### config.mk
export PLATFORM = sky130hd
export DESIGN_NAME = fwm_cell
export DESIGN_NICKNAME = d
export VERILOG_FILES = /design/src/fwm_pkg.sv /design/src/fwm_cell.sv
export SDC_FILE = /design/constraint.sdc
export NUM_CORES = 1
export LEC_CHECK = 0
export ABC_CLOCK_PERIOD_IN_PS = 10600
export BUFFER_PORTS_ARGS = -buffer_cell sky130_fd_sc_hd__buf_2
export CORE_MARGIN = 5
export CORE_UTILIZATION = 28
export CTS_BUF_LIST = sky130_fd_sc_hd__clkbuf_4 sky130_fd_sc_hd__clkbuf_8
export CTS_CLUSTER_DIAMETER = 60
export CTS_CLUSTER_SIZE = 24
export DETAILED_ROUTE_END_ITERATION = 10
export HOLD_SLACK_MARGIN = 0.08
export SYNTH_ARGS = -nofsm -noshare
export SYNTH_HDL_FRONTEND = slang
export SYNTH_SLANG_ARGS = --single-unit
### constraint.sdc
create_clock -name clk -period 10.6 [get_ports clk]
set_input_delay 2.12 -clock clk [delete_from_list [all_inputs] [get_ports clk]]
set_output_delay 2.12 -clock clk [all_outputs]
set_load 0.05 [all_outputs]
### src/fwm_pkg.sv
// Shared constants, types and helpers for the fingerprint window matcher.
package fwm_pkg;

  localparam int WINDOW_WORDS = 32;
  localparam int WORD_BITS    = 32;

  localparam int IN_WORD_W = 32;
  localparam int SLOT_W    = 5;
  localparam int DIST_W    = 11;
  localparam int MISS_W    = 6;
  localparam int QLEN_W    = 16;
  localparam int POS_W     = 32;
  localparam int BIT_THR_W = 11;
  localparam int WRD_THR_W = 6;
  localparam int CFG_IDX_W = 3;
  localparam int CFG_DAT_W = 32;

  localparam int PC_W   = $clog2(WORD_BITS + 1);
  localparam int FILL_W = $clog2(WINDOW_WORDS + 1);
  localparam int CNT_W  = $clog2(WINDOW_WORDS + 2);

  localparam logic [QLEN_W-1:0]    QUERY_LENGTH_RST   = 16'd32;
  localparam logic [QLEN_W-1:0]    QUERY_OFFSET_RST   = 16'd0;
  localparam logic [POS_W-1:0]     POSITION_COUNT_RST = 32'd0;
  localparam logic [WRD_THR_W-1:0] WORD_THRESHOLD_RST = 6'd10;
  localparam logic [BIT_THR_W-1:0] BIT_THRESHOLD_RST  = 11'd358;

  typedef enum logic [1:0] {
    ACT_QUERY = 2'd0,
    ACT_DB    = 2'd1,
    ACT_CLEAR = 2'd2,
    ACT_NONE  = 2'd3
  } action_t;

  typedef enum logic [CFG_IDX_W-1:0] {
    REG_QUERY_LENGTH   = 3'd0,
    REG_QUERY_OFFSET   = 3'd1,
    REG_POSITION_COUNT = 3'd2,
    REG_WORD_THRESHOLD = 3'd3,
    REG_BIT_THRESHOLD  = 3'd4
  } cfg_idx_t;

  typedef enum logic [1:0] {
    ST_IDLE,
    ST_RUN,
    ST_HOLD
  } state_t;

  typedef struct packed {
    logic                 shift;
    logic [WORD_BITS-1:0] q_word;
    logic [WRD_THR_W-1:0] word_threshold;
  } cell_ctl_t;

  typedef struct packed {
    logic [DIST_W-1:0] bit_sum;
    logic [MISS_W-1:0] miss;
  } sum_t;

  function automatic logic [PC_W-1:0] popcount(input logic [WORD_BITS-1:0] v);
    logic [PC_W-1:0] n;
    n = '0;
    for (int i = 0; i < WORD_BITS; i++) begin
      n = n + PC_W'(v[i]);
    end
    return n;
  endfunction

endpackage

### src/fwm_cell.sv
// One compare cell: a database and a query word, bit count, running sums.
module fwm_cell (
  input  logic                          clk,
  input  fwm_pkg::cell_ctl_t            ctl,
  input  logic                          q_we,
  input  logic [fwm_pkg::WORD_BITS-1:0] db_in,
  output logic [fwm_pkg::WORD_BITS-1:0] db_out,
  input  fwm_pkg::sum_t                 sum_in,
  output fwm_pkg::sum_t                 sum_out
);

  logic [fwm_pkg::WORD_BITS-1:0] q;
  logic [fwm_pkg::PC_W-1:0]      pc;

  always_ff @(posedge clk) begin
    if (ctl.shift) begin
      db_out <= db_in;
    end
    if (q_we) begin
      q <= ctl.q_word;
    end
    pc              <= fwm_pkg::popcount(q ^ db_out);
    sum_out.bit_sum <= sum_in.bit_sum + fwm_pkg::DIST_W'(pc);
    sum_out.miss    <= sum_in.miss + fwm_pkg::MISS_W'(pc > ctl.word_threshold);
  end

endmodule

==> results of run 1 <==
-- metal layers --
layer  part of all wire [%]  GRT usage [%]  vias up
li1                       -              -     1243
met2                     46          15.49      107
met4                    1.3          3.206        0
met3                     11          4.756        8
met1                     42          12.07     1172
met5                      0              0        -
-- kinds of logic after synthesis --
logic type	share of synthesized area, %
AOI/OAI and AO/OA	4.906
adders and majority gates	18.71
muxes	0.2453
xor gates and xnor gates	9.016
and+or+nand+nor	5.060
buffers and inverters	3.680
DFF	58.39
-- synthesized netlist by cell type, types with 2 or more instances --
master	number
inv_1	40
o21ai_0	5
o21a_1	2
a32oi_1	2
edfxtp_1	64
a21oi_1	7
dfxtp_1	23
ha_1	21
a21oi_2	2
xnor2_1	22
nor2_1	4
nor3b_1	4
nand4b_1	2
nand3_1	7
nor2b_1	2
and2_1	2
fa_1	25
and2b_1	3
a21o_1	3
xor2_1	20
-- final cells by class --
class / count / area [um2] / share of cell area (%)
Clock inverter: 7 / 77.57 / 1.491
Inverter: 40 / 150.1 / 2.886
Clock buffer: 9 / 123.9 / 2.381
Tap cell: 184 / 230.2 / 4.425
Timing Repair Buffer: 138 / 690.7 / 13.28
Multi-Input combinational cell: 149 / 1548 / 29.75
Sequential cell: 87 / 2382 / 45.79
-- sequential cells by signal (all words and copies together) (netlist names) --
signal and count:
db_out 32, pc 6, q 32, sum_out 17
-- metrics by stage --
| stage | cells | hold WS [ns] |
|---|---|---|
| 6_report | 614 | 0.5370 |
| 5_1_grt | 614 | 0.5482 |
| 4_1_cts | 614 | 0.5346 |
| 3_5_place_dp | 598 | 0.5085 |
| 3_3_place_gp | 598 | 0.4889 |
| 2_1_floorplan | 276 | 0.4428 |
-- worst paths after layout --
| path | start | to | slack [ns] | cells past startpoint |
|---|---|---|---|---|
| max | db_out[0] | pc[4] | 5.65 | 17 |
| max reg2reg | db_out[0] | pc[4] | 5.65 | 17 |
| min | pc[0] | sum_out[6] | 0.54 | 1 |
| min reg2reg | pc[0] | sum_out[6] | 0.54 | 1 |
-- critical path: stages, from the launching register on --
cell and delay, ns:
edfxtp_1 0.42, xnor2_1 0.17, fa_1 0.53, inv_1 0.05, fa_1 0.50, fa_1 0.53, fa_1 0.55, inv_1 0.05
fa_1 0.50, fa_1 0.48, inv_1 0.07, ha_1 0.17, inv_1 0.06, fa_1 0.39, inv_1 0.07, a21o_1 0.11
a21oi_1 0.07, xnor2_1 0.13
-- power breakdown --
part           switching (mW)  internal [mW]  total (mW)  leakage (nW)
sequential             0.0234          0.446       0.469         0.820
combinational           0.730          0.563        1.29          1.38
clock                   0.127          0.111       0.238         0.101
==> results_dict.tcl, run 1 <==
set metrics [dict create \
    grt_pass1_vias 2735 \
    ys.flop_type "edfxtp_1" \
    portBuffers 138 \
    synth_area_per_cell_um2 14.78 \
    overflow 0 \
    grt_start_max_net_pins 33 \
    yosys_warnings 0 \
    wire_per_inst_um 13.26 \
    via_count 2530 \
    antenna_found_initial 0 \
    finalSetupTns_ns 0 \
    setup_slack_ns 5.654 \
    dr.pass1.iters 4 \
    routed_wl_mm 8.142 \
    relSlewSlack_pct 50.17 \
    grt_pass1_wl_mm 12.84 \
    synth_edf_count 64 \
    hp-class "reg2reg" \
    skew_ns 0.01099 \
    layout_common_cells "buf_2 (138), edfxtp_1 (64), inv_1 (40)" \
    start_kind "flop" \
    fin_crit_sh_pct 46.66 \
    ys_async_sr_fraction_pct 0 \
    place_congestion 0.8055 \
    power_density_nw_per_um2 384.6 \
    clock-sinks 87 \
    min_period_ns 4.946 \
    critPathMaxFanout 2 \
    synth_cell_types 36 \
    cp_data_required_time_ns 10.85 \
    post_drt_via_cell_ratio 4.121 \
    layout_commonest_cell "buf_2" \
    peakVddDrop_v 0.0004464 \
    clock_latency_ns 0.36 \
    max-cap-violations 0 \
    synthCells 276 \
    cts_buffers 9 \
    antenna_cells 0 \
    cts_buffer_depth 2 \
    ios 139 \
    fin_area_um2 5202 \
    critPathArrivalTime_ns 5.20 \
    cts_tree "yes" \
    utilization_pct 36.07 \
    dieArea_um2 17090 \
    drt_iter0_drc 86 \
    crit_type "reg2reg" \
    seq_area_frac_synth_pct 58.39 \
    n_fill_cell 1410 \
    core_um2 14420 \
    clkTransAtPathRegs_ns 0.09 \
    totalPowerFinal_mw 2.001 \
    floorplan.rows 44 \
    ctsResizeCount 0 \
    post_cts_buffers 0 \
    dp_hpwl_mm 6.620 \
    max_freq_mhz 202.2 \
    track_usage_pct 9.894 \
    layout-drive-gt1-share_pct 37.67 \
    place_area_um2 5001 \
    synth_area_leaders "edfxtp_1 (47%), fa_1 (12%), dfxtp_1 (11%), ha_1 (6.4%), xnor2_1 (4.7%)" \
    worst_pin_slew_ns 0.7474 \
    layout.nets 561 \
    finalSetupViolCount 0 \
    h-tree-depth 3 \
    ys_ff_latch 87 \
    syn_area_um2 4080 \
    slew_violations 0 \
    synth_top_cell_by_area "edfxtp_1" \
    area_growth_pct 27.51 \
    syn_nets 412 \
    status "complete, no violations" \
    endpoint_kind "flop" \
    die_w_um 130.7 \
    drtAntennaViolNets 0 \
    initial_utilization_pct 28.29 \
    p_leak_nw 2.301 \
    route.detailed.drc 0 \
    holdBufCountCts 0 \
    cts_root_buffer "clkbuf_8" \
    yosysTopAreaCellShare_pct 47.10 \
    die_h_um 130.7 \
    rsz0062_at_grt "no" \
    post-place-ws_ns 5.607 \
    hold_violations 0 \
]
Power figures use the tool's default switching activity.
==> inputs of run 2 (changes only) <==
Settings changed: ABC_AREA set to 1, ABC_CLOCK_PERIOD_IN_PS 10600 to 4000.
Clock period 10.6 ns to 4 ns, I/O delays scaled along.
==> run 2 against run 1 <==
Compared with the run above: the run now ends with negative setup slack left; setup slack worse by 6.3 ns; critical path type unchanged; clock skew up 0.0026 ns; clock-buffer cell count unchanged; core utilization up 1.7 points; register-to-register slack worse by 6.3 ns.
==> results_dict.tcl, run 2 <==
set metrics [dict create \
    floorplan.rows 44 \
    max_freq_mhz 214.5 \
    endpoint_kind "flop" \
    dp_hpwl_mm 6.888 \
    max-cap-violations 0 \
    route.detailed.drc 0 \
    crit_type "reg2reg" \
    synth-adder-area-share_pct 18.87 \
    start_kind "flop" \
    worst_pin_slew_ns 0.7836 \
    holdBufCountCts 0 \
    routed_wl_mm 8.492 \
    via_count 2634 \
    skew_ns 0.01355 \
    place_area_um2 5136 \
    antenna_found_initial 1 \
    synth_area_leaders "edfxtp_1 (48%), fa_1 (12%), dfxtp_1 (11%), ha_1 (6.5%), xor2_1 (5.8%)" \
    yosysMostFrequentCell "edfxtp_1" \
    syn_area_um2 4044 \
    synth_top_family_by_area "adder cells" \
    drt_iter0_drc 60 \
    die_h_um 130.2 \
    cp-startpoint "db_out[23]" \
    portBuffers 138 \
    violations "negative setup slack" \
    track_usage_pct 10.34 \
    setup_slack_ns -0.6619 \
    min_period_ns 4.662 \
    synth_edf_count 64 \
    synth_top_cell_by_area "edfxtp_1" \
    layout_common_cells "buf_2 (138), edfxtp_1 (64), inv_1 (46)" \
    grt_pass1_wl_mm 13.35 \
    fin_crit_sh_pct 116.5 \
    place_congestion 0.7544 \
    cts_tree "yes" \
    clkTransAtPathRegs_ns 0.10 \
    synth_compound_area_share_pct 1.485 \
    clock-sinks 87 \
    layout_commonest_cell "buf_2" \
    cts_root_buffer "clkbuf_8" \
    hp-class "reg2reg" \
    area_growth_pct 34.37 \
    hold_slack_ns 0.4922 \
    seq_area_frac_synth_pct 58.91 \
    syn_nets 436 \
    yosysTopAreaCellShare_pct 47.52 \
    ys_async_sr_fraction_pct 0 \
    status "complete, but fails checks" \
    cp_data_required_time_ns 4.26 \
    rsz0062_at_grt "yes" \
    synth.mux.area_fraction_pct 0 \
    critPathArrivalTime_ns 4.92 \
    overflow 0 \
    slew_violations 0 \
    grt_start_max_net_pins 33 \
    die_w_um 130.2 \
    finalSetupViolCount 6 \
    ys_ff_latch 87 \
    synthCells 300 \
    initial_utilization_pct 28.14 \
    post_drt_via_cell_ratio 4.003 \
    critical_path.reg2reg.startpoint "db_out[23]" \
    cts_buffer_depth 2 \
    ys.flop_type "edfxtp_1" \
    synth_area_per_cell_um2 13.48 \
    dr.pass1.iters 4 \
    r2r_setup_slack_ns -0.66 \
    synthSimpleGateAreaFrac_pct 6.559 \
    synthTopCellsByCount "edfxtp_1 (64), inv_1 (50), nand2_1 (37)" \
    post-place-ws_ns -0.6615 \
    top_regs "db_out (32), q (32), sum_out (17)" \
    antenna_cells 0 \
    critPathMaxFanout 2 \
    synthXorXnorAreaFrac_pct 9.530 \
    drtAntennaViolNets 0 \
    synth_cell_types 18 \
    fin_area_um2 5434 \
    core_um2 14370 \
    clock_latency_ns 0.37 \
    dieArea_um2 16950 \
    relSlewSlack_pct 47.76 \
    grt_pass1_vias 2827 \
    layout.nets 605 \
    cts_buffers 9 \
    min-delay-start "pc[0]" \
    wire_per_inst_um 12.91 \
    hold_violations 0 \
    h-tree-depth 3 \
    yosys_warnings 0 \
    layout-drive-gt1-share_pct 40.51 \
    ios 139 \
]
## run 2: cell types whose count changed after synthesis, moves of 3 or more
cell,previous run,this run
nor3b_1,4,0
o21ai_0,5,2
nor2_1,4,10
inv_1,40,50
xnor2_1,22,17
and2b_1,3,0
nand2_1,1,37
a21o_1,3,0
xor2_1,20,27
## run 2: final cells by class
class | count | area [um2]
inverter | 50 | 187.7
tap | 184 | 230.2
clock buffer | 9 | 123.9
timing repair buffer | 158 | 840.8
fill | 1385 | 8935
clock inverter | 7 | 125.1
multi-input combinational | 163 | 1544
sequential | 87 | 2382
## run 2: final timing paths
kind / to / cells after the start
worst min register to register: sum_out[6] / 1
worst min-delay path: sum_out[6] / 1
worst max register to register: pc[2] / 15
worst max-delay path: pc[2] / 15
## run 2: critical path, stage by stage (launching register included)
cell	delay, ns
edfxtp_1	0.45
xnor2_2	0.17
fa_1	0.52
fa_1	0.51
fa_1	0.52
inv_2	0.05
fa_1	0.53
inv_1	0.05
fa_1	0.49
fa_1	0.42
inv_2	0.08
ha_4	0.12
inv_2	0.04
fa_2	0.37
buf_4	0.15
xnor2_1	0.11
## run 2: what timing repair did
| action | in CTS | in global routing |
|---|---|---|
| endpoints found under the hold margin | 0 | 0 |
| setup buffers | 0 | 3 |
| pin swaps | 1 | 1 |
| setup endpoints to repair | 6 | 6 |
| resized for setup | 3 | 4 |
## run 2: kinds of logic (layout without fill, tap and decap cells)
| family | after synthesis | in the layout |
|---|---|---|
| AO/OA/AOI/OAI | 11 | 11 |
| adder cells (fa/ha/maj) | 46 | 46 |
| AND/OR/NAND/NOR | 62 | 62 |
| flip-flops | 87 | 87 |
| XOR/XNOR | 44 | 44 |
| buffers and inverters | 50 | 224 |
## run 2: metrics by stage
stage          std cells  util (%)  setup TNS (ns)
6_report             658     37.82          -3.105
2_1_floorplan        300         -          -3.773
5_1_grt              658     37.82          -4.319
4_1_cts              655     37.58          -3.091
3_3_place_gp         639     35.75          -2.700
3_5_place_dp         639     35.75          -2.996
## run 2: metal layers
metal  part of all wire [%]  wire length (um)  vias up  GRT usage (%)
li1                       -                 -     1313              -
met1                     40              3414     1201          12.12
met2                     47              4015      105          16.90
met3                     10               871       13          3.930
met4                    2.0               171        2          4.584
met5                   0.24                20        -              0
Power of run 2 is left out: the tool's default activity adds up to more than one toggle a clock period on the data nets, which glitch-free logic cannot reach.
